### config.mk
export PLATFORM = sky130hd
export DESIGN_NAME = rx_ring_buffer_threshold_top
export DESIGN_NICKNAME = d
export VERILOG_FILES = /design/src/sv/rbt_pkg.sv /design/src/sv/rbt_ram.sv /design/src/sv/rx_ring_buffer_threshold_top.sv
export SDC_FILE = /design/constraint.sdc
export NUM_CORES = 1
export LEC_CHECK = 0
export BUFFER_PORTS_ARGS = -buffer_cell sky130_fd_sc_hd__buf_2
export CORE_ASPECT_RATIO = 1.2
export CORE_MARGIN = 2
export CORE_UTILIZATION = 30
export DETAILED_ROUTE_END_ITERATION = 10
export PLACE_DENSITY = 0.4
export SLEW_MARGIN = 20
export SYNTH_ARGS = -nofsm -noshare
export SYNTH_HDL_FRONTEND = slang
export SYNTH_SLANG_ARGS = --single-unit
### constraint.sdc
create_clock -name clk -period 4.4 [get_ports clk]
set_clock_uncertainty 0.2 [all_clocks]
set_input_delay 0.44 -clock clk [delete_from_list [all_inputs] [get_ports clk]]
set_output_delay 0.44 -clock clk [all_outputs]
set_load 0.03 [all_outputs]
### src/sv/rbt_pkg.sv
package rbt_pkg;

	localparam int CFG_W = 7;

	localparam logic CMD_RX   = 1'b0;
	localparam logic CMD_READ = 1'b1;

	localparam logic REG_BUFFER_LEN     = 1'b0;
	localparam logic REG_FILL_THRESHOLD = 1'b1;

	localparam logic [1:0] EV_NONE  = 2'd0;
	localparam logic [1:0] EV_THRES = 2'd1;
	localparam logic [1:0] EV_OVER  = 2'd2;

	typedef struct packed {
		logic       cmd;
		logic [7:0] rx_byte;
		logic [6:0] read_count;
	} in_t;

	typedef struct packed {
		logic [1:0] event_res;
		logic [7:0] data_byte;
		logic       last;
		logic       underflow;
	} out_t;

endpackage

### src/sv/rbt_ram.sv
module rbt_ram #(
	parameter int WIDTH = 8,
	parameter int DEPTH = 64
) (
	input  logic                     clk,
	input  logic                     we,
	input  logic [$clog2(DEPTH)-1:0] waddr,
	input  logic [WIDTH-1:0]         wdata,
	input  logic                     re,
	input  logic [$clog2(DEPTH)-1:0] raddr,
	output logic [WIDTH-1:0]         rdata
);

	logic [WIDTH-1:0] mem [DEPTH];
	logic [WIDTH-1:0] rdata_q;

	always_ff @(posedge clk) begin
		if (we) begin
			mem[waddr] <= wdata;
		end
		if (re) begin
			rdata_q <= mem[raddr];
		end
	end

	assign rdata = rdata_q;

endmodule

### src/sv/rx_ring_buffer_threshold_top.sv
// Receive ring buffer with a fill threshold.
//
// Input: a word on item is taken at a rising edge with start high and busy low.
// A received-byte word (cmd 0) is stored at the write index in the same edge;
// its single result (event: none, threshold or overflow) shows on result,
// marked by result_stb, in the next cycle. Received bytes can be taken every
// cycle, busy stays low.
// A read word (cmd 1) with read_count N (saturated to DEPTH) raises busy for
// the N reads, one RAM read per cycle at the read index; the results follow
// in the cycle after the reads, one per cycle, last on the final one; a zero
// count gives no result.
// Each result is valid for one cycle only; the receiver cannot stall it.
// Configuration: cfg_we writes cfg_data to register cfg_index (0 buffer
// length, 1 fill threshold) at once; write only while idle.
// Reset: indices and fill clear, length 64, threshold 32; the store reads as
// zero until an entry is written (one valid flop per entry, no clearing pass).
module rx_ring_buffer_threshold_top
	import rbt_pkg::*;
#(
	parameter int DEPTH = 64
) (
	input  logic             clk,
	input  logic             arst_n,
	input  logic             start,
	output logic             busy,
	input  in_t              item,
	output logic             result_stb,
	output out_t             result,
	input  logic             cfg_we,
	input  logic             cfg_index,
	input  logic [CFG_W-1:0] cfg_data
);

	localparam int IDX_W = $clog2(DEPTH);
	localparam int CNT_W = $clog2(DEPTH + 1);

	typedef enum logic {
		ST_IDLE,
		ST_READ
	} state_t;

	state_t            state_q;
	logic [CFG_W-1:0]  buf_len_q;
	logic [CFG_W-1:0]  thr_q;
	logic [IDX_W-1:0]  wr_idx_q;
	logic [IDX_W-1:0]  rd_idx_q;
	logic [CNT_W-1:0]  fill_q;
	logic [CNT_W-1:0]  rem_q;
	logic              uf_q;
	logic [DEPTH-1:0]  vld_q;

	logic              out_v_s1;
	logic              rd_s1;
	logic              hit_s1;
	logic [1:0]        ev_s1;
	logic              last_s1;
	logic              uf_s1;

	logic [CNT_W-1:0]  len_eff;
	logic [CNT_W-1:0]  wr_inc;
	logic [CNT_W-1:0]  rd_inc;
	logic [IDX_W-1:0]  wr_next;
	logic [IDX_W-1:0]  rd_next;
	logic [CNT_W-1:0]  fill_inc;
	logic              overflow;
	logic              thres_hit;
	logic [CNT_W-1:0]  rd_cnt;
	logic              rd_uf;
	logic              accept;
	logic              ram_we;
	logic              ram_re;
	logic [7:0]        ram_rdata;

	always_comb begin
		if (buf_len_q == '0) begin
			len_eff = CNT_W'(1);
		end else if (buf_len_q > CFG_W'(DEPTH)) begin
			len_eff = CNT_W'(DEPTH);
		end else begin
			len_eff = buf_len_q[CNT_W-1:0];
		end
	end

	assign wr_inc  = CNT_W'(wr_idx_q) + CNT_W'(1);
	assign rd_inc  = CNT_W'(rd_idx_q) + CNT_W'(1);
	assign wr_next = (wr_inc >= len_eff) ? '0 : wr_inc[IDX_W-1:0];
	assign rd_next = (rd_inc >= len_eff) ? '0 : rd_inc[IDX_W-1:0];

	assign fill_inc  = fill_q + CNT_W'(1);
	assign overflow  = (fill_inc >= len_eff);
	assign thres_hit = (CFG_W'(fill_inc) >= thr_q);

	assign rd_cnt = (item.read_count > CFG_W'(DEPTH)) ? CNT_W'(DEPTH)
		: item.read_count[CNT_W-1:0];
	assign rd_uf  = (rd_cnt > fill_q);

	assign busy   = (state_q == ST_READ);
	assign accept = start && !busy;
	assign ram_we = accept && (item.cmd == CMD_RX);
	assign ram_re = (state_q == ST_READ);

	rbt_ram #(
		.WIDTH (8),
		.DEPTH (DEPTH)
	) u_ram (
		.clk   (clk),
		.we    (ram_we),
		.waddr (wr_idx_q),
		.wdata (item.rx_byte),
		.re    (ram_re),
		.raddr (rd_idx_q),
		.rdata (ram_rdata)
	);

	always_ff @(posedge clk or negedge arst_n) begin
		if (!arst_n) begin
			state_q   <= ST_IDLE;
			buf_len_q <= CFG_W'(64);
			thr_q     <= CFG_W'(32);
			wr_idx_q  <= '0;
			rd_idx_q  <= '0;
			fill_q    <= '0;
			rem_q     <= '0;
			uf_q      <= 1'b0;
			vld_q     <= '0;
			out_v_s1  <= 1'b0;
			rd_s1     <= 1'b0;
			hit_s1    <= 1'b0;
			ev_s1     <= EV_NONE;
			last_s1   <= 1'b0;
			uf_s1     <= 1'b0;
		end else begin
			out_v_s1 <= 1'b0;
			if (cfg_we) begin
				unique case (cfg_index)
					REG_BUFFER_LEN:     buf_len_q <= cfg_data;
					REG_FILL_THRESHOLD: thr_q     <= cfg_data;
				endcase
			end
			unique case (state_q)
				ST_IDLE: begin
					if (start) begin
						if (item.cmd == CMD_RX) begin
							vld_q[wr_idx_q] <= 1'b1;
							out_v_s1 <= 1'b1;
							rd_s1    <= 1'b0;
							last_s1  <= 1'b1;
							uf_s1    <= 1'b0;
							if (overflow) begin
								wr_idx_q <= '0;
								rd_idx_q <= '0;
								fill_q   <= '0;
								ev_s1    <= EV_OVER;
							end else begin
								wr_idx_q <= wr_next;
								fill_q   <= fill_inc;
								ev_s1    <= thres_hit ? EV_THRES : EV_NONE;
							end
						end else if (rd_cnt != '0) begin
							rem_q   <= rd_cnt;
							uf_q    <= rd_uf;
							fill_q  <= rd_uf ? '0 : (fill_q - rd_cnt);
							state_q <= ST_READ;
						end
					end
				end
				ST_READ: begin
					out_v_s1 <= 1'b1;
					rd_s1    <= 1'b1;
					hit_s1   <= vld_q[rd_idx_q];
					ev_s1    <= EV_NONE;
					last_s1  <= (rem_q == CNT_W'(1));
					uf_s1    <= uf_q;
					rd_idx_q <= rd_next;
					rem_q    <= rem_q - CNT_W'(1);
					if (rem_q == CNT_W'(1)) begin
						state_q <= ST_IDLE;
					end
				end
			endcase
		end
	end

	assign result_stb       = out_v_s1;
	assign result.event_res = ev_s1;
	assign result.data_byte = (rd_s1 && hit_s1) ? ram_rdata : 8'd0;
	assign result.last      = last_s1;
	assign result.underflow = uf_s1;

	a_fill_range: assert property (@(posedge clk) disable iff (!arst_n)
		fill_q < CNT_W'(DEPTH))
		else $error("fill count reached the store depth");

	a_rx_result: assert property (@(posedge clk) disable iff (!arst_n)
		(accept && item.cmd == CMD_RX) |=> (result_stb && result.last))
		else $error("received byte gave no final result");

	a_read_last: assert property (@(posedge clk) disable iff (!arst_n)
		(state_q == ST_READ && rem_q == CNT_W'(1)) |=> (result_stb && result.last && !busy))
		else $error("read burst did not end with last");

	a_read_rem: assert property (@(posedge clk) disable iff (!arst_n)
		(state_q == ST_READ) |-> (rem_q != '0))
		else $error("read burst running with zero remaining");

endmodule

# After elaboration in Yosys (flattened, before gate mapping)
# Memories as Yosys holds them, arrays and structs flattened. A register that Yosys moved wholly into a read port is not among the register bits.
# Cells that the tools add are included.
[op_classes] bitwise=4 order_cmp=10 muxes=45 eq_ne=7 addsub=5 reduce_logical=15
[ops] operator="$mux W7" n=10
[ops] operator="$or A64 B64 Y64" n=1
[ops] operator="$mux W6" n=6
[ops] operator="$ge A7 B7 Y1" n=4
[ops] operator="$mux W1" n=15
[ops] operator="$add A6 B1 Y7 const B" n=2
[ops] operator="$gt A7 B7 Y1 const B" n=2
[ops] operator="$lt A6 B7 Y1 const B" n=2
[ops] operator="$pmux W7 S2" n=1
[ops] operator="$pmux W6 S2" n=1
[ops] operator="$reduce_and A3 Y1" n=4
[ops] operator="$ne A2 B2 Y1 const B" n=5
[ops] operator="$pmux W1 S2" n=5
[ops] operator="$mux W8" n=1
[ops] operator="$add A7 B1 Y7 const B" n=1
[ops] operator="$eq A7 B1 Y1 const B" n=1
[ops] operator="$gt A7 B7 Y1" n=1
[ops] operator="$logic_not A7 Y1" n=1
[ops] operator="$reduce_bool A7 Y1" n=1
[ops] operator="$sub A7 B1 Y7 const B" n=1
[ops] operator="$sub A7 B7 Y7" n=1
[ops] operator="$bmux W1 S6" n=1
[ops] operator="$demux W1 S6" n=1
[ops] operator="$ge A6 B1 Y1 const B" n=1
[ops] operator="other kinds (8)" n=17
[totals] wordCells=102 ram_bits=512 out_inout_bits=14 reg_bits=113 mem_count=1 input_bits=28
[memory_table] memory="u_ram.mem" depth=64 word_bits=8 rd=1 rd_clocked_by_memory_dff=1 wr=1 line="rbt_ram.sv:14" source="logic [WIDTH-1:0] mem [DEPTH];"

# Depth between registers and ports, before layout
# Gate-level depths: netlist (run 1).
[depth] word_depth=8 depth_mapped=11 mapped_depth_nobuf=11

# Hierarchy
# A second synthesis (run 1) with hierarchy kept.
[unflattened] cells_unflattened=1546 area_unflattened_um2=26598.0
[modules_own_cells] module="rbt_ram" instances=1 seq_area_each_um2=15615.0 cells_per_inst=940 area_per_inst_um2=20246.9
[modules_own_cells] module="rx_ring_buffer_threshold_top" instances=1 seq_area_each_um2=2830.2 cells_per_inst=606 area_per_inst_um2=6351.1

# Least setup slack after synthesis (run 1)
# No wires, ideal clock.
[synth_timing] kind="reg-to-reg" startpoint="reg fill_q[0]" endpoint="reg wr_idx_q[3]" arrival_ps=3012 t_required_ps=4134 slack_ps=1121 stages_incl_launch_ff=12 n_path_buf=0 synth_period_minus_slack_ps=3279 setup_time_ps=66 cell_sequence="dfrtp_1 > ha_1 > nand3_1 > nor3_1 > xor2_1 > ha_1 > and2_1 > o211a_1 > or4_1 > o22a_1 > a2111oi_0 > a221o_1"
[synth_via] elab_chain_len=3
[synth_rtl] element="start: declaration" line="rx_ring_buffer_threshold_top.sv:47" source="logic [CNT_W-1:0] fill_q;"
[synth_rtl] element="start signal: assignment" line="rx_ring_buffer_threshold_top.sv:156" source="fill_q <= fill_inc;"
[synth_rtl] element="start signal: assignment" line="rx_ring_buffer_threshold_top.sv:162" source="fill_q <= rd_uf ? '0 : (fill_q - rd_cnt);"
[synth_rtl] element="$add A7 B1 Y7" line="rx_ring_buffer_threshold_top.sv:89" source="assign fill_inc = fill_q + CNT_W'(1);"
[synth_rtl] element="$ge A7 B7 Y1" line="rx_ring_buffer_threshold_top.sv:90" source="assign overflow = (fill_inc >= len_eff);"
[synth_rtl] element="$mux W6" line="rx_ring_buffer_threshold_top.sv:149" source="if (overflow) begin"
[synth_rtl] element="end signal: assignment" line="rx_ring_buffer_threshold_top.sv:155" source="wr_idx_q <= wr_next;"
[synth_rtl] element="end: declaration" line="rx_ring_buffer_threshold_top.sv:45" source="logic [IDX_W-1:0] wr_idx_q;"
# Every way passes these cells.
# A chain may end at the register's enable or synchronous reset.

# Final worst setup path (run 1)
# Ends and elaborated chain as after synthesis.

==> results of run 1 <==
-- cells in the mapped netlist, types with 6 or more instances --
cell type and number:
a21o_1 6, a21oi_1 16, and3_1 8, buf_2 16, clkbuf_1 36, dfrtp_1 111, edfxtp_1 520, ha_1 34
inv_1 25, mux2_2 16, mux4_2 186, nand2_1 51, nand2b_1 6, nand3_1 25, nand3b_1 7, nor2_1 88
nor2b_1 15, nor3_1 7, o211ai_1 7, o21ai_0 23, o221ai_1 7, or2_2 68, xnor2_1 11
-- power by group through the flow --
stage	logic, mW	clock network, mW	registers, mW
CTS	4.83	5.89	7.07
detailed placement	4.80	0	7.20
global placement	4.80	0	7.19
global route	5.04	6.12	7.10
floorplan	3.34	0	6.94
finish	4.64	5.70	7.07
-- worst paths after layout --
path | startpoint | end | slack [ps] | depth (start not counted)
max in group asynchronous | arst_n | vld_q[55] | 2850 | 3
max reg2reg | fill_q[0] | wr_idx_q[3] | 720 | 11
min | cfg_index | buf_len_q[6] | 50 | 4
max | fill_q[0] | wr_idx_q[3] | 720 | 11
min reg2reg | vld_q[8] | vld_q[8] | 260 | 1
min in group asynchronous | arst_n | vld_q[43] | 180 | 2
-- what timing repair did --
item	4_1_cts	5_1_grt
setup buffers	0	0
hold buffers	13	0
hold endpoints to repair	67	0
gates resized for setup	0	0
-- final cells by class --
| type | count | area, um^2 |
|---|---|---|
| inverters | 25 | 93.8 |
| clock inverters | 22 | 238 |
| diodes | 1 | 2.50 |
| repair buffers | 152 | 1110 |
| multi-input cells | 656 | 7200 |
| flip-flops and latches | 633 | 18500 |
| well taps | 1140 | 1430 |
| fillers | 8028 | 55600 |
| clock buffers | 105 | 1980 |
-- cells by family after synthesis --
family | count (synthesis)
xor+xnor | 15
buf+inv | 88
fa+ha+maj | 36
flops | 633
mux | 206
simple gates | 302
compound gates | 97
-- metrics by stage --
stage | instance area, um^2 | hold WS, ps
floorplan | 26000 | -55.6
global placement | 28200 | 245
detailed placement | 28200 | 249
CTS | 30500 | 2.18
global route | 30500 | 64.3
finish | 30500 | 51.7
-- layer usage --
layer | up-vias | global-route usage (%) | wire [um]
met5 | - | 0 | 0
met4 | 0 | 3.98 | 1180
met3 | 67 | 2.71 | 2650
met2 | 254 | 26.1 | 34000
met1 | 7087 | 20.9 | 30300
li1 | 5859 | - | -
-- flip-flops by register name, summed over array words and instances, names as in the netlist, 2 cells and up --
signal	cells
rd_idx_q	6
vld_q	64
wr_idx_q	6
u_ram.rdata	8
fill_q	7
u_ram.mem	512
ev_s1	2
thr_q	7
rem_q	7
buf_len_q	7
-- worst reg2reg max path, cell delays in order (launching register included) --
cell,delay [ps]
dfrtp_1,500
ha_1,280
nand3_1,190
nor3_1,220
xor2_1,290
ha_1,290
nor2b_1,170
and4_1,230
or4_1,400
o22a_1,250
a2111oi_0,410
a221o_1,180
==> summary.md, run 1 <==
| Metric | Value |
|---|---|
| Top Ports | 42 |
| P&R area growth vs syn | 17.3% |
| Die area | approximately 89,000 um^2 |
| Share of cells above drive strength 1 | 32.4% |
| Setup WS post-layout | 717 ps |
| Final slew viol count | 0 |
| Status | complete, no violations |
| Hold Crit Class | input pin to flop |
| Max-cap violations | 0 |
| Starting density of the core | 30.2% |
| Synth Area in Compound Gates | 2.58% |
| Power per Cell Area | 571 nW/um^2 |
| Post-route antenna net violation count | 0 |
| Core Region | 86,100 um^2 |
| Worst-path fanout max | 9 |
| GR Util All Layers | 15.6% |
| Worst relative slew slack | 28.6% |
| RSZ-0062 raised after global routing | no |
| Crit Path Class | flop to flop |
| Grt total ovfl | 0 |
| # DRC | 0 |
| Post-Synth XOR/XNOR Area | less than 1% |
| Vias per cell | slightly below 5 |
| Endpoints failing hold | 0 |
| Post-synth cell types | 63 |
| Final core utilization | 35.4% |
| Die X | 273 um |
| Final worst-path cycle share | 83.7% |
| Vias in the first global route | 14,200 |
| CP max stage cell | dfrtp_1 |
| TNS Setup | 0 ps |
| Crit end category | flop |
| Switching Fraction | 29.5% |
| Post-Place Setup Slack | around 770 ps |
| Worst EP arrival | 4030 ps |
| PortBufs | between 40 and 50 |
| Syn Area/Cell | 18.9 um^2 |
| Worst path max stage delay | 500 ps |
| Fin crit period | 3680 ps |
| Seq/Total Area, Yosys | 70.9% |
| Worst endpoint required time | 4740 ps |
| Pin count of the biggest net entering global routing | 148 |
| DP Cell Count | 2,593 |
| P_int | 12.3 mW |
| Yosys warnings | 0 |
| CTS buffer count | a little under 70 |
| Detail Placement HPWL | 43.9 mm |
| Final Wtd Congestion | 0.766 |
| Yosys top cell by area | edfxtp_1 |
| Net Switching | 5.14 mW |
| Yosys top cell area share | between 60% and 70% |
| Most used cell, CP | ha_1 |
| CTS root buffer | clkbuf_16 |
| Synth Area in Simple Gates | 5.88% |
| Clock sink count | 633 |
| Max IR drop VDD | 378 uV |
| Antenna violations before repair | 0 |
| Syn nets | 1,440 |
| Final #Nets | 1,600 |
| Post-synthesis adder-cell area fraction | between 1.5 and 2% |
| H-tree depth | 3 |
| Post-synth EDFFs | 520 |
| Pre-Repair DR Iteration Count | 5 |
| Via count | about 13,000 |
| Row cnt | 118 |
| Largest family of logic cells by synthesized area | multiplexers |
| Fin cells | 2,734 |
| Critical Path Source Type | flop |
| Clk slew on worst S/H paths | 60 ps |
| Final setup viols | 0 |
| Mux share of post-synthesis cell area | between 10% and 20% |
| Combined buffer and inverter count along the critical path | 0 |
| Clock Power Share | roughly a third |
| Die Ht | 327 um |
| Clk_lat worst skew | 610 ps |
| Seq cells post-synth | 633 |
| Synthesized cell area | between 20,000 and 30,000 um^2 |
| Async S/R FF share, synth | 17.9% |
| Reg power frac | 40.6% |
| Most frequent cells in the layout | 520 x edfxtp_1, 186 x mux4_2, 107 x dfrtp_1, 95 x buf_4, 88 x nor2_1 |
| First-pass GRT wire length | 100 mm |
| Commonest non-fill, non-tap cell in the layout | edfxtp_1 |
| Post-Synthesis Cells | around 1,400 |
| Total Wirelength | 68.1 mm |
| CTS max path bufs | 3 |
| Combinational group share of total power | 26.7% |
| Worst-margin pin slew | 1070 ps |
| CTS tree | yes |
| Main synth FF type | edfxtp_1 |
| Pwr Total | between 15 and 20 mW |
| Delay-heaviest family, CP | simple AND/OR/NAND/NOR gates |
| Average routed wire per standard cell | ~25 um |
| Leakage power of the design | about 11 nW |
| Fmax | 272 MHz |
| Crit-path cells | ha_1 -> nand3_1 -> nor3_1 -> xor2_1 -> ha_1 -> nor2b_1 -> and4_1 -> or4_1 -> o22a_1 -> a2111oi_0 -> a221o_1 |
| DR iter-0 viols | 1,042 |
| Synth top area cells | edfxtp_1 60%, mux4_2 16%, dfrtp_1 11%, ha_1 1.6%, or2_2 1.6% |
No activity file was read; power rests on OpenSTA's default activity.
==> run 2, diff against run 1 <==
--- a/config.mk
+++ b/config.mk
@@ -5,6 +5,7 @@
 export SDC_FILE = /design/constraint.sdc
 export NUM_CORES = 1
 export LEC_CHECK = 0
+export ABC_AREA = 1
 export BUFFER_PORTS_ARGS = -buffer_cell sky130_fd_sc_hd__buf_2
 export CORE_ASPECT_RATIO = 1.2
 export CORE_MARGIN = 2
==> constraint.sdc (replaced) <==
create_clock -name clk -period 3.53 [get_ports clk]
set_clock_uncertainty 0.2 [all_clocks]
set_input_delay 0.353 -clock clk [delete_from_list [all_inputs] [get_ports clk]]
set_output_delay 0.353 -clock clk [all_outputs]
set_load 0.03 [all_outputs]
==> run 2 against run 1 <==
  * Hold slack got worse by 5.9 ps
  * Combinational power rose by 84%
  * Power rose by 43%
  * Sequential share of layout area fell by 2.3 points
  * Utilization rose by 0.085 points
  * First-iteration DRC count rose by 20%
  * Design area rose by 3.9%
  * Global-route usage rose by 2.6 points
  * Count of clock-buffer cells in the layout fell by 12
  * Cell count rose by 37%
  * Non-clock buffer count rose by 40
  * Clock power rose by 32%
  * Critical endpoint is now u_ram.mem[7][6]
==> summary.md, run 2 <==
| Metric | Value |
|---|---|
| Clk_lat worst skew | 620 ps (was 610 ps) |
| Combinational group share of total power | 34.3% (was 26.7%) |
| Commonest non-fill, non-tap cell in the layout | edfxtp_1 (unchanged) |
| DR iter-0 viols | 1,252 (was 1,042) |
| Crit Path Class | input pin to flop (was flop to flop) |
| H-tree depth | 3 (unchanged) |
| Vias per cell | 4.98 (was 4.85) |
| CTS root buffer | clkbuf_16 (unchanged) |
| Yosys top cell by area | edfxtp_1 (unchanged) |
| Crit end category | flop (unchanged) |
| Count leader, synth | edfxtp_1 (unchanged) |
| Hold_buf cts | 18 (was 13) |
| Post-Synthesis Cells | 2,410 (was 1,377) |
| CP max stage cell | nor2_1 (was dfrtp_1) |
| Worst hold margin | 45.9 ps (was 51.7 ps) |
| Average routed wire per standard cell | 22.4 um (was 24.9 um) |
| Die Ht | 332 um (was 327 um) |
| Final Wtd Congestion | 0.837 (was 0.766) |
| CTS max path bufs | 3 (unchanged) |
| P&R area growth vs syn | 17.5% (was 17.3%) |
| Switching Fraction | 37.9% (was 29.5%) |
| Post-CTS Resized | 0 (unchanged) |
| Final setup viols | 0 (unchanged) |
| Endpoints failing hold | 0 (unchanged) |
| RSZ-0062 raised after global routing | no (unchanged) |
| Clock Power Share | 30.3% (was 32.8%) |
| Worst-path fanout max | 8 (was 9) |
| P_int | 15.5 mW (was 12.3 mW) |
| Yosys warnings | 0 (unchanged) |
| Total Wirelength | 84.3 mm (was 68.1 mm) |
| Worst endpoint required time | 3660 ps (was 4740 ps) |
| Net Switching | 9.42 mW (was 5.14 mW) |
| Fin crit period | about 3400 ps |
| CTS buffer count | 70 (was 69) |
| PortBufs | 41 (unchanged) |
| Async S/R FF share, synth | 17.9% (unchanged) |
| Final slew viol count | 0 (unchanged) |
| Seq/Total Area, Yosys | 68.4% (was 70.9%) |
| Yosys top cell area share | 57.9% (was 60.0%) |
| Detail Placement HPWL | 51.5 mm (was 43.9 mm) |
| Die area | 92,300 um^2 (was 89,100 um^2) |
| Clk slew on worst S/H paths | 60 ps (about the same) |
| Leakage power of the design | 12.0 nW (was 10.6 nW) |
| Post-synth cell types | 45 (was 63) |
| Grt total ovfl | 0 (unchanged) |
| Pin count of the biggest net entering global routing | 78 (was 148) |
| Post-route antenna net violation count | 0 (unchanged) |
| Fill cells | 8,957 (was 8,028) |
| First-pass GRT wire length | 125 mm (was 100 mm) |
| Critical Path Source Type | input pin (was flop) |
| Worst path max stage delay | 660 ps (was 500 ps) |
| Final worst-path cycle share | 95.1% |
| Worst relative slew slack | 26.3% (was 28.6%) |
| Pwr Total | 24.9 mW (was 17.4 mW) |
| Fmax | 298 MHz |
| Delay-heaviest family, CP | simple AND/OR/NAND/NOR gates (unchanged) |
| CTS tree | yes (unchanged) |
| Synth top area cells | edfxtp_1 58%, dfrtp_1 10%, nor2_1 5.8%, o21ai_0 4.9%, nand2_1 4.8% (was edfxtp_1 60%, mux4_2 16%, dfrtp_1 11%, ha_1 1.6%, or2_2 1.6%) |
| Main synth FF type | edfxtp_1 (unchanged) |
| Hold Crit Class | input pin to flop (unchanged) |
| Final #Nets | 2,603 (was 1,600) |
| Pre-Repair DR Iteration Count | 5 (unchanged) |
| Combined buffer and inverter count along the critical path | 5 (was 0) |
| Largest register by flop count | u_ram.mem (unchanged) |
| Via count | 18,700 (was 13,300) |
| Max IR drop VDD | 491 uV (was 378 uV) |
| Worst EP arrival | 3480 ps (was 4030 ps) |
| Reg power frac | 35.4% (was 40.6%) |
| Core Region | 89,200 um^2 (was 86,100 um^2) |
| Most frequent cells in the layout | 520 x edfxtp_1, 417 x nor2_1, 347 x nand2_1, 264 x o21ai_0, 137 x o22ai_1 (was 520 x edfxtp_1, 186 x mux4_2, 107 x dfrtp_1, 95 x buf_4, 88 x nor2_1) |
| Post-synth EDFFs | 520 (unchanged) |
| Syn Area/Cell | 11.2 um^2 (was 18.9 um^2) |
| # DRC | 0 (unchanged) |
| Vias in the first global route | 18,900 (was 14,200) |
| Power per Cell Area | 785 nW/um^2 (was 571 nW/um^2) |
| Seq cells post-synth | 633 (unchanged) |
| Clock sink count | 633 (unchanged) |
| Die X | 278 um (was 273 um) |
| Max reg flops | 512 (unchanged) |
| # diodes | 0 (was 1) |
| Most frequent cells after synthesis | 520 x edfxtp_1, 417 x nor2_1, 347 x nand2_1 (was 520 x edfxtp_1, 186 x mux4_2, 111 x dfrtp_1) |
| Synthesized cell area | 27,000 um^2 (was 26,000 um^2) |
| Max-cap violations | 0 (unchanged) |
| Setup Buffers After CTS | 0 (unchanged) |
| Starting density of the core | 30.2% (about the same) |
| Syn nets | 2,473 (was 1,440) |
| Crit-path cells | dlygate4sd3_1 -> buf_2 -> nor2_1 -> dlygate4sd3_1 -> inv_1 -> nor2_4 -> nand2_1 -> nor2_1 -> buf_4 (was ha_1 -> nand3_1 -> nor3_1 -> xor2_1 -> ha_1 -> nor2b_1 -> and4_1 -> or4_1 -> o22a_1 -> a2111oi_0 -> a221o_1) |
| GR Util All Layers | 18.2% (was 15.6%) |
| Row cnt | 120 (was 118) |
| TNS Setup | 0 ps (unchanged) |
| Top Ports | 42 (unchanged) |
| Worst-margin pin slew | 1100 ps (was 1070 ps) |
| Share of cells above drive strength 1 | 14.0% (was 32.4%) |
| Antenna violations before repair | 2 (was 0) |
| Status | complete, no violations (unchanged) |
[run 2: logic make-up (layout without fill, tap and decap cells)]
| group | count (synthesis) | after routing | share of synthesized area, % |
|---|---|---|---|
| simple gates | 937 | 937 | 14.3 |
| compound gates | 563 | 563 | 11.4 |
| xor+xnor | 12 | 12 | 0.390 |
| buf+inv | 230 | 415 | 3.86 |
| flops | 633 | 633 | 68.4 |
| fa+ha+maj | 35 | 35 | 1.65 |
[run 2: per-stage QoR]
step           utilization, %  setup slack, ps  cell area, um^2  instances
2_1_floorplan               -             1160            27000       2410
3_3_place_gp             32.7              584            29200       3609
3_5_place_dp             32.7              592            29200       3609
4_1_cts                  35.5              229            31700       3754
5_1_grt                  35.5              159            31700       3754
6_report                 35.5              174            31700       3754
[run 2: power by group through the flow]
stage	Clock, mW	Combinational, mW	Sequential (mW)
4_1_cts	7.74	8.67	8.80
5_1_grt	8.01	9.50	8.84
3_5_place_dp	0	8.62	8.95
2_1_floorplan	0	5.56	8.73
6_report	7.55	8.53	8.80
3_3_place_gp	0	8.55	8.96
[run 2: routing by layer]
metal / wire length, um / global-route usage (%) / share of wire, %
met1: 37800 / 24.2 / 45
met2: 41300 / 31.0 / 49
met3: 3270 / 2.40 / 3.9
met4: 1940 / 5.30 / 2.3
met5: 12 / 0 / 0.014
[run 2: worst paths after layout]
check | startpoint | to | slack, ps | cells after the start
worst min register to register | vld_q[33] | vld_q[33] | 260 | 1
worst min-delay path | item[11] | u_ram.mem[28][4] | 50 | 2
worst max-delay path | item[15] | u_ram.mem[7][6] | 170 | 9
min in group asynchronous | arst_n | uf_q | 140 | 2
worst max register to register | wr_idx_q[0] | u_ram.mem[7][6] | 660 | 5
max in group asynchronous | arst_n | vld_q[20] | 2190 | 3
[run 2: worst register-to-register path, cell delays in order, from the launching register on]
cell     delay, ps
dfrtp_1        550
inv_1          110
nor2_2         220
nand2_1        590
nor2_1         670
buf_4          250
[run 2: area by class of cell]
| type | count | area, um^2 | share of cell area, % |
|---|---|---|---|
| clock buffers | 93 | 1960 | 6.19 |
| clock inverters | 34 | 394 | 1.24 |
| inverters | 96 | 370 | 1.17 |
| multi-input cells | 1547 | 7480 | 23.6 |
| flip-flops and latches | 633 | 18500 | 58.2 |
| well taps | 1159 | 1450 | 4.58 |
| repair buffers | 192 | 1580 | 4.99 |
==> run 3, diff against run 2 <==
--- a/config.mk
+++ b/config.mk
@@ -9,9 +9,10 @@
 export BUFFER_PORTS_ARGS = -buffer_cell sky130_fd_sc_hd__buf_2
 export CORE_ASPECT_RATIO = 1.2
 export CORE_MARGIN = 2
-export CORE_UTILIZATION = 30
+export CORE_UTILIZATION = 45
 export DETAILED_ROUTE_END_ITERATION = 10
-export PLACE_DENSITY = 0.4
+export PLACE_DENSITY = 0.56
+export REMOVE_ABC_BUFFERS = 1
 export SLEW_MARGIN = 20
 export SYNTH_ARGS = -nofsm -noshare
 export SYNTH_HDL_FRONTEND = slang
==> run 3 against run 2 <==
  * Non-clock buffer count down 30
  * Sequential cell count unchanged
  * Hold slack worse by 6.4 ps
  * Via count down 0.59%
  * First-iteration DRC count up 34%
  * Sequential share of layout area up 1.8 points
  * Critical path depth up 2
==> summary.md, run 3 (synthesis gave the netlist of run 2 again) <==
| Metric | Value |
|---|---|
| PortBufs | 41 (unchanged) |
| Average routed wire per standard cell | 21.9 um (was 22.4 um) |
| First-pass GRT wire length | 112 mm (was 125 mm) |
| Max IR drop VDD | 554 uV (was 491 uV) |
| Largest register by flop count | u_ram.mem (unchanged) |
| Grt total ovfl | 0 (unchanged) |
| Starting density of the core | 45.3% (was 30.2%) |
| H-tree depth | 3 (unchanged) |
| Final worst-path cycle share | 84.4% (was 95.1%) |
| Most frequent cells in the layout | 520 x edfxtp_1, 417 x nor2_1, 347 x nand2_1, 264 x o21ai_0, 137 x o22ai_1 (unchanged) |
| Endpoints failing hold | 0 (unchanged) |
| Share of cells above drive strength 1 | 12.6% (was 14.0%) |
| Crit end category | flop (unchanged) |
| Via count | 18,600 (was 18,700) |
| Setup Buffers After CTS | 0 (unchanged) |
| Worst endpoint required time | 3630 ps (was 3660 ps) |
| # diodes | 0 (unchanged) |
| Critical Path Source Type | input pin (unchanged) |
| Antenna violations before repair | 0 (was 2) |
| Clk slew on worst S/H paths | 60 ps (about the same) |
| CTS tree | yes (unchanged) |
| DP Cell Count | 3,220 (was 3,609) |
| RSZ-0062 raised after global routing | no (unchanged) |
| CTS max path bufs | 3 (unchanged) |
| Hold_buf cts | 18 (unchanged) |
| Pin count of the biggest net entering global routing | 158 (was 78) |
| Die X | 227 um (was 278 um) |
| Final setup viols | 0 (unchanged) |
| Total Wirelength | 73.4 mm (was 84.3 mm) |
| Post-Place Setup Slack | 435 ps (was 592 ps) |
| Commonest non-fill, non-tap cell in the layout | edfxtp_1 (unchanged) |
| Fmax | 336 MHz (was 298 MHz) |
| GR Util All Layers | 24.1% (was 18.2%) |
| Core Region | 59,500 um^2 (was 89,200 um^2) |
| Status | complete, no violations (unchanged) |
| Detail Placement HPWL | 44.2 mm (was 51.5 mm) |
| # DRC | 0 (unchanged) |
| Fin cells | 3,360 (was 3,754) |
| Crit Path Class | input pin to flop (unchanged) |
| DR iter-0 viols | 1,679 (was 1,252) |
| Clk_lat worst skew | 610 ps (was 620 ps) |
| Post-route antenna net violation count | 0 (unchanged) |
| Power per Cell Area | 772 nW/um^2 (was 785 nW/um^2) |
| Max-cap violations | 0 (unchanged) |
| Hold Crit Class | input pin to flop (unchanged) |
| Leakage power of the design | 11.7 nW (was 12.0 nW) |
| Top Ports | 42 (unchanged) |
| Clock sink count | 633 (unchanged) |
| P&R area growth vs syn | 13.9% (was 17.5%) |
| Die Ht | 272 um (was 332 um) |
| Worst-margin pin slew | 967 ps (was 1100 ps) |
| Final Wtd Congestion | 0.822 (was 0.837) |
| Final #Nets | 2,570 (was 2,603) |
| Setup WS post-layout | 551 ps (was 174 ps) |
| CTS buffer count | 67 (was 70) |
| Worst EP arrival | 3080 ps (was 3480 ps) |
| Fin crit period | 2980 ps (was 3360 ps) |
| Post-CTS Resized | 0 (unchanged) |
| Row cnt | 98 (was 120) |
| Max reg flops | 512 (unchanged) |
| Worst-path fanout max | 13 (was 8) |
| Vias per cell | 5.53 (was 4.98) |
| Worst relative slew slack | 35.5% (was 26.3%) |
| Pre-Repair DR Iteration Count | 8 (was 5) |
| Die area | 61,900 um^2 (was 92,300 um^2) |
| Vias in the first global route | 18,500 (was 18,900) |
| Final slew viol count | 0 (unchanged) |
| CTS root buffer | clkbuf_16 (unchanged) |
-- run 3: cell count changes in the layout (fill, tap and decap cells not counted), sizes merged --
cell and delta:
clkinv +3, clkbuf +2, clkinvlp -4, inv -1, bufinv -5, buf -30
-- run 3: final cells by class --
| type | instances | area, um^2 |
|---|---|---|
| clock inverter | 27 | 223 |
| tap | 800 | 1000 |
| multi-input combinational | 1547 | 7480 |
| sequential | 633 | 18500 |
| fill | 5270 | 28700 |
| clock buffer | 95 | 1920 |
| timing repair buffer | 162 | 1280 |
| inverter | 96 | 370 |
-- run 3: final timing paths --
| check | startpoint | slack, ps | end | cells past startpoint |
|---|---|---|---|---|
| worst min register to register | vld_q[1] | 260 | vld_q[1] | 1 |
| max in group asynchronous | arst_n | 2020 | buf_len_q[6] | 3 |
| worst min-delay path | item[15] | 40 | fill_q[0] | 5 |
| worst max register to register | buf_len_q[4] | 720 | ev_s1[1] | 14 |
| min in group asynchronous | arst_n | 220 | fill_q[6] | 2 |
| worst max-delay path | start | 550 | u_ram.mem[34][5] | 11 |
-- run 3: layer usage --
metal | part of all wire [%] | track usage, %
met5 | 0 | 0
met4 | 2.6 | 7.53
met1 | 44 | 33.0
met2 | 48 | 39.7
met3 | 5.7 | 3.71
-- run 3: power breakdown --
group          internal (mW)  leakage, nW  switching, mW
Sequential              8.41         6.17          0.305
Clock                   3.96         1.05           2.91
Combinational           2.44         4.49           5.70
Total                   14.8         11.7           8.91
-- run 3: through the flow --
step	setup TNS [ps]	power (mW)	hold slack, ps	area (um^2)	util, %
3_5_place_dp	0	16.9	247	28400	47.8
5_1_grt	0	25.0	68.5	30700	51.7
6_report	0	23.7	39.5	30700	51.7
2_1_floorplan	-69840	13.7	-143	26300	-
3_3_place_gp	0	16.9	246	28400	47.8
4_1_cts	0	23.8	8.66	30700	51.7
-- run 3: worst max-delay path: stages --
cell	delay (ps)
dlygate4sd3_1	520
buf_2	150
inv_1	50
nor2_1	140
inv_1	110
nor2_4	190
inv_1	240
nor2_4	210
nand2_1	580
nor2_1	310
buf_4	220
